$ cat src/hw/rtl/slm_pkg.sv
package slm_pkg;

  typedef enum logic [1:0] {
    OP_LOAD_A = 2'd0,
    OP_LOAD_B = 2'd1,
    OP_MERGE  = 2'd2,
    OP_NONE   = 2'd3
  } op_t;

  typedef enum logic [1:0] {
    S_IDLE,
    S_FETCH,
    S_PICK,
    S_EMPTY
  } state_t;

  typedef struct packed {
    logic load_a;
    logic load_b;
    logic init;
    logic pick;
    logic emit_empty;
    logic clear;
  } cmd_t;

  typedef struct packed {
    logic lists_empty;
    logic pick_last;
    logic out_free;
  } status_t;

endpackage

$ cat src/hw/rtl/slm_ram.sv
module slm_ram #(
  parameter int WIDTH = 32,
  parameter int DEPTH = 32,
  localparam int AW = (DEPTH > 1) ? $clog2(DEPTH) : 1
) (
  input  logic             clk,
  input  logic             we,
  input  logic [AW-1:0]    waddr,
  input  logic [WIDTH-1:0] wdata,
  input  logic [AW-1:0]    raddr,
  output logic [WIDTH-1:0] rdata
);

  logic [WIDTH-1:0] mem [DEPTH];

  always_ff @(posedge clk) begin
    if (we) begin
      mem[waddr] <= wdata;
    end
    rdata <= mem[raddr];
  end

endmodule

$ cat src/hw/rtl/slm_datapath.sv
module slm_datapath import slm_pkg::*; #(
  parameter int LIST_DEPTH = 32
) (
  input  logic               clk,
  input  logic               rst,
  input  cmd_t               cmd,
  output status_t            sts,
  input  logic signed [31:0] value,
  output logic               out_valid,
  input  logic               out_stall,
  output logic signed [31:0] merged_value,
  output logic               last,
  output logic               empty_res,
  output logic               overflow
);

  localparam int CW = $clog2(LIST_DEPTH + 1);
  localparam int AW = (LIST_DEPTH > 1) ? $clog2(LIST_DEPTH) : 1;
  localparam logic [CW-1:0] FULL = CW'(LIST_DEPTH);

  logic [CW-1:0] count_a;
  logic [CW-1:0] count_b;
  logic [CW-1:0] ia;
  logic [CW-1:0] ib;
  logic          dropped_flag;
  logic [31:0]   rd_a;
  logic [31:0]   rd_b;
  logic          we_a;
  logic          we_b;
  logic          a_has;
  logic          b_has;
  logic          take_a;

  assign we_a = cmd.load_a && (count_a != FULL);
  assign we_b = cmd.load_b && (count_b != FULL);

  slm_ram #(.WIDTH(32), .DEPTH(LIST_DEPTH)) u_ram_a (
    .clk   (clk),
    .we    (we_a),
    .waddr (count_a[AW-1:0]),
    .wdata (value),
    .raddr (ia[AW-1:0]),
    .rdata (rd_a)
  );

  slm_ram #(.WIDTH(32), .DEPTH(LIST_DEPTH)) u_ram_b (
    .clk   (clk),
    .we    (we_b),
    .waddr (count_b[AW-1:0]),
    .wdata (value),
    .raddr (ib[AW-1:0]),
    .rdata (rd_b)
  );

  always_comb begin
    a_has  = ia < count_a;
    b_has  = ib < count_b;
    take_a = a_has && (!b_has || ($signed(rd_a) < $signed(rd_b)));
    sts.lists_empty = (count_a == '0) && (count_b == '0);
    sts.out_free    = !out_valid || !out_stall;
    if (take_a) begin
      sts.pick_last = ((ia + CW'(1)) == count_a) && !b_has;
    end else begin
      sts.pick_last = ((ib + CW'(1)) == count_b) && !a_has;
    end
  end

  always_ff @(posedge clk) begin
    if (rst) begin
      count_a      <= '0;
      count_b      <= '0;
      dropped_flag <= 1'b0;
      out_valid    <= 1'b0;
    end else begin
      if (we_a) begin
        count_a <= count_a + CW'(1);
      end
      if (we_b) begin
        count_b <= count_b + CW'(1);
      end
      if ((cmd.load_a && !we_a) || (cmd.load_b && !we_b)) begin
        dropped_flag <= 1'b1;
      end
      if (cmd.clear) begin
        count_a      <= '0;
        count_b      <= '0;
        dropped_flag <= 1'b0;
      end
      if (cmd.pick || cmd.emit_empty) begin
        out_valid <= 1'b1;
      end else if (!out_stall) begin
        out_valid <= 1'b0;
      end
    end
  end

  always_ff @(posedge clk) begin
    if (cmd.init) begin
      ia <= '0;
      ib <= '0;
    end else if (cmd.pick) begin
      if (take_a) begin
        ia <= ia + CW'(1);
      end else begin
        ib <= ib + CW'(1);
      end
    end
    if (cmd.pick) begin
      merged_value <= take_a ? rd_a : rd_b;
      last         <= sts.pick_last;
      empty_res    <= 1'b0;
      overflow     <= dropped_flag;
    end else if (cmd.emit_empty) begin
      merged_value <= '0;
      last         <= 1'b1;
      empty_res    <= 1'b1;
      overflow     <= dropped_flag;
    end
  end

endmodule

$ cat src/hw/rtl/slm_ctrl.sv
module slm_ctrl import slm_pkg::*; (
  input  logic       clk,
  input  logic       rst,
  input  logic       in_valid,
  output logic       in_stall,
  input  logic [1:0] op,
  input  status_t    sts,
  output cmd_t       cmd
);

  state_t state;
  state_t state_next;

  always_ff @(posedge clk) begin
    if (rst) begin
      state <= S_IDLE;
    end else begin
      state <= state_next;
    end
  end

  always_comb begin
    state_next = state;
    cmd        = '0;
    in_stall   = (state != S_IDLE);
    case (state)
      S_IDLE: begin
        if (in_valid) begin
          case (op_t'(op))
            OP_LOAD_A: cmd.load_a = 1'b1;
            OP_LOAD_B: cmd.load_b = 1'b1;
            OP_MERGE: begin
              if (sts.lists_empty) begin
                state_next = S_EMPTY;
              end else begin
                cmd.init   = 1'b1;
                state_next = S_FETCH;
              end
            end
            default: ;
          endcase
        end
      end
      S_FETCH: state_next = S_PICK;
      S_PICK: begin
        if (sts.out_free) begin
          cmd.pick = 1'b1;
          if (sts.pick_last) begin
            cmd.clear  = 1'b1;
            state_next = S_IDLE;
          end else begin
            state_next = S_FETCH;
          end
        end
      end
      S_EMPTY: begin
        if (sts.out_free) begin
          cmd.emit_empty = 1'b1;
          cmd.clear      = 1'b1;
          state_next     = S_IDLE;
        end
      end
      default: state_next = S_IDLE;
    endcase
  end

endmodule

$ cat src/hw/rtl/sorted_list_merge.sv
// Two-way merge of sorted lists. Each load request (op 0 for list A, op 1
// for list B) writes the value into that list's RAM; a load into a full
// list is dropped and sets a sticky overflow flag. A merge request (op 2)
// stalls the input until the run is done and emits one result per step;
// each step presents the two head addresses to the registered-read RAMs
// in S_FETCH and compares the registered heads in S_PICK, where it waits
// while the output is stalled. On equal heads the list B value goes
// first. With both lists empty a single result with empty_res set is
// given. The last result carries last, every result carries the overflow
// flag, and both lists and the flag clear when the run ends. Op 3 is
// accepted and ignored.
module sorted_list_merge import slm_pkg::*; #(
  parameter int LIST_DEPTH = 32
) (
  input  logic               clk,
  input  logic               rst,
  input  logic               in_valid,
  output logic               in_stall,
  input  logic [1:0]         op,
  input  logic signed [31:0] value,
  output logic               out_valid,
  input  logic               out_stall,
  output logic signed [31:0] merged_value,
  output logic               last,
  output logic               empty_res,
  output logic               overflow
);

  cmd_t    cmd;
  status_t sts;

  slm_ctrl u_ctrl (
    .clk      (clk),
    .rst      (rst),
    .in_valid (in_valid),
    .in_stall (in_stall),
    .op       (op),
    .sts      (sts),
    .cmd      (cmd)
  );

  slm_datapath #(.LIST_DEPTH(LIST_DEPTH)) u_datapath (
    .clk          (clk),
    .rst          (rst),
    .cmd          (cmd),
    .sts          (sts),
    .value        (value),
    .out_valid    (out_valid),
    .out_stall    (out_stall),
    .merged_value (merged_value),
    .last         (last),
    .empty_res    (empty_res),
    .overflow     (overflow)
  );

endmodule

$ cat config.mk
export PLATFORM = sky130hd
export DESIGN_NAME = sorted_list_merge
export DESIGN_NICKNAME = d
export VERILOG_FILES = /design/src/hw/rtl/slm_pkg.sv /design/src/hw/rtl/slm_ram.sv /design/src/hw/rtl/slm_datapath.sv /design/src/hw/rtl/slm_ctrl.sv /design/src/hw/rtl/sorted_list_merge.sv
export SDC_FILE = /design/constraint.sdc
export NUM_CORES = 2
export LEC_CHECK = 0
export BUFFER_PORTS_ARGS = -buffer_cell sky130_fd_sc_hd__buf_4
export CAP_MARGIN = 30
export CORE_ASPECT_RATIO = 2
export CORE_MARGIN = 1.5
export CORE_UTILIZATION = 36
export CTS_CLUSTER_DIAMETER = 120
export DETAILED_ROUTE_END_ITERATION = 8
export MAX_ROUTING_LAYER = met4
export REMOVE_ABC_BUFFERS = 1
export SYNTH_ARGS = -nofsm -noshare
export SYNTH_HDL_FRONTEND = slang
export SYNTH_SLANG_ARGS = --single-unit
$ cat constraint.sdc
create_clock -name clk -period 6.8 [get_ports clk]
set_clock_uncertainty 0.05 [all_clocks]
set_input_delay 0.68 -clock clk [delete_from_list [all_inputs] [get_ports clk]]
set_output_delay 0.68 -clock clk [all_outputs]
set_load 0.05 [all_outputs]
==> impl_metrics.env <==
export IMPL_period_share=0.617
export IMPL_dieArea_um2=235000
export IMPL_root_buffer="clkbuf_16"
export IMPL_slew_headroom=0.273
export IMPL_cts_tree="yes"
export IMPL_clock_latency_ns=0.84
export IMPL_hpwl_um=127000
export IMPL_final_cells=6880
export IMPL_setup_viol=0
export IMPL_synthSimpleGateAreaFrac=0.0139
export IMPL_timing_hold_ws_ns=0.0798
export IMPL_path_cells="buf_4 -> buf_4 -> mux4_2 -> mux4_2 -> mux2_2"
export IMPL_required_ns=7.45
export IMPL_synth_commonest_cells="edfxtp_1, mux4_2, dfxtp_1"
export IMPL_cpPeakStageDelay_ns=0.88
export IMPL_synthXorXnorAreaFrac=0.00220
export IMPL_port_buffer_count=74
export IMPL_peakVddDrop_mv=0.312
export IMPL_power_w=0.0335
export IMPL_drc=0
export IMPL_synth_adder_area_share=0.00795
export IMPL_pin_count=75
export IMPL_wl_um=210000
export IMPL_die_width_um=343
export IMPL_muxShareOfSynthArea=0.183
export IMPL_grt_start_max_net_pins=130
export IMPL_rows=249
export IMPL_post_cts_setup_buffer_count=0
export IMPL_track_usage=0.184
export IMPL_maxSlewViolCount=0
export IMPL_first_global_vias=39500
export IMPL_max_freq_ghz=0.239
export IMPL_synth_flop_cell="edfxtp_1"
export IMPL_ys_ff_latch=2175
export IMPL_clkSlewWorstSetupHoldPaths_ns=0.07
export IMPL_layout_drive_gt1_share=0.316
export IMPL_ctsResizeCount=0
export IMPL_numCtsBuffers=179
export IMPL_gr_total_overflow=0
export IMPL_synth_most_common_cell="edfxtp_1"
export IMPL_arrival_ns=4.84
export IMPL_netlist_area_um2=83500
export IMPL_worst_slew_pin_slew_ns=1.09
export IMPL_drv_cap=0
export IMPL_holdBufCountCts=0
export IMPL_min_path_type="primary input to flip-flop"
export IMPL_status="finished clean"
export IMPL_hold_violations=0
export IMPL_wire_per_inst_um=30.6
export IMPL_area_growth_pct=12.7
export IMPL_rsz0062_at_grt="no"
export IMPL_ant_nets=0
export IMPL_synth_top_family_by_area="multiplexers"
export IMPL_cpMaxStageDelayCell="dfxtp_4"
export IMPL_synthCells=3559
export IMPL_worstSetupPathType="flip-flop to flip-flop"
export IMPL_die_h_um=684
export IMPL_yosys_area_top_type_share=0.749
export IMPL_htreeDepth=4
export IMPL_synth_compound_area_frac=0.00865
export IMPL_ys_top_cells_by_area="edfxtp_1, mux4_2, dfxtp_1, mux2_2, ha_1"
export IMPL_crit_fanout=56
export IMPL_num_vias=37600
export IMPL_synth_edff_count=2082
export IMPL_cts_sinks=2175
export IMPL_drt_pass1_iterations=5
export IMPL_yosysTopAreaCell="edfxtp_1"
export IMPL_power_density_nw_per_um2=356
export IMPL_period_minus_slack_ns=4.19
export IMPL_synthArstFlopShare=0
export IMPL_nets=3816
export IMPL_critPathLaunchType="flip-flop"
export IMPL_grt_pass1_wl_um=297000
export IMPL_fin_util=0.409
export IMPL_synth_cell_types=57
export IMPL_drtIter0Drc=3681
export IMPL_syn_avg_cell_area_um2=23.4
export IMPL_endpoint_kind="flip-flop"
export IMPL_antenna_found_initial=10
export IMPL_vias_per_cell=5.47
export IMPL_clockBufferDepth=4
export IMPL_place_congestion=0.830
export IMPL_leakage_nw=28.5
export IMPL_dp_cells=6555
export IMPL_yosysWarnings=0
export IMPL_ys_seq_area_frac=0.771
export IMPL_start_util=0.362
export IMPL_core_area_um2=230000
-- power breakdown --
group / leakage [nW] / switching (W) / internal [W]
combinational: 6.17 / 0.00389 / 0.00371
clock: 2.77 / 0.00471 / 0.00564
sequential: 19.5 / 0.000566 / 0.0150
-- per-layer routing --
| metal | GRT usage | vias up | wire length (µm) |
|---|---|---|---|
| met2 | 0.327 | 1192 | 116000 |
| met5 | - | - | 0 |
| li1 | - | 15400 | - |
| met4 | 0.0831 | 0 | 10000 |
| met3 | 0.0195 | 384 | 9050 |
| met1 | 0.206 | 20700 | 75600 |
-- registers in the layout (all words and copies together), names as in the netlist --
signal	flops
u_datapath.ia	6
u_datapath.u_ram_b.mem	1024
u_datapath.last	1
u_datapath.overflow	1
u_datapath.ib	6
u_datapath.empty_res	1
u_datapath.dropped_flag	1
u_ctrl.state	2
u_datapath.u_ram_b.rdata	32
u_datapath.count_b	6
u_datapath.merged_value	32
u_datapath.count_a	6
u_datapath.u_ram_a.mem	1024
u_datapath.out_valid	1
u_datapath.u_ram_a.rdata	32
-- critical path: cells and delay by family (launching register included) --
kind,cells,cell delay [ns]
DFF,1,0.88
buffers and inverters,2,1.62
muxes,3,1.33
-- placed cells by master (no fill, tap or decap), types with 10 or more instances in the layout --
| cell | instances |
|---|---|
| buf_4 | 155 |
| nor2_4 | 63 |
| nor3_2 | 11 |
| dfxtp_1 | 84 |
| edfxtp_1 | 2082 |
| clkinv_1 | 35 |
| nand4_1 | 10 |
| nand3_1 | 60 |
| inv_1 | 45 |
| clkinv_2 | 32 |
| nor2_1 | 14 |
| bufinv_16 | 18 |
| a21oi_1 | 48 |
| o21ai_0 | 45 |
| mux4_2 | 640 |
| nand2_1 | 37 |
| mux2_2 | 64 |
| clkbuf_16 | 182 |
| nor3_1 | 14 |
| clkbuf_1 | 31 |
| ha_1 | 53 |
| xnor2_1 | 16 |
| mux2i_1 | 14 |
-- area by class of cell --
class                           count  area (µm²)
Antenna cell                        9        22.5
Clock buffer                      217        4730
Clock inverter                     98         951
Fill cell                       19600      136000
Inverter                           50         193
Multi-Input combinational cell   1150       18500
Sequential cell                  2175       64400
Tap cell                         3012        3770
Timing Repair Buffer              169        1480
-- worst paths after layout --
kind	startpoint	endpoint	slack, ns	cells past startpoint
hold / removal	out_stall	u_datapath.out_valid	0.08	3
hold reg to reg	u_datapath.empty_res	u_datapath.empty_res	0.41	2
setup / recovery	u_datapath.ia[1]	u_datapath.u_ram_a.rdata[9]	2.61	5
setup reg to reg	u_datapath.ia[1]	u_datapath.u_ram_a.rdata[9]	2.61	5
-- metrics by stage --
| stage | worst slack (ns) | instance area (µm²) | TNS, ns |
|---|---|---|---|
| floorplan | -6.20 | 82600 | -679.63 |
| global placement | 2.46 | 88100 | 0 |
| detailed placement | 2.52 | 88300 | 0 |
| CTS | 2.54 | 94000 | 0 |
| global route | 2.40 | 94100 | 0 |
| finish | 2.61 | 94100 | 0 |
-- cell families (layout without fill, tap and decap cells) --
| kind of cell | count (synthesis) | count (layout) |
|---|---|---|
| other | 0 | 9 |
| AND/OR/NAND/NOR | 237 | 237 |
| multiplexers | 718 | 718 |
| XOR/XNOR | 21 | 21 |
| adder cells (fa/ha/maj) | 53 | 53 |
| flip-flops | 2175 | 2175 |
| buffers and inverters | 234 | 534 |
| AO/OA/AOI/OAI | 121 | 121 |
Power figures use the tool's default switching activity.
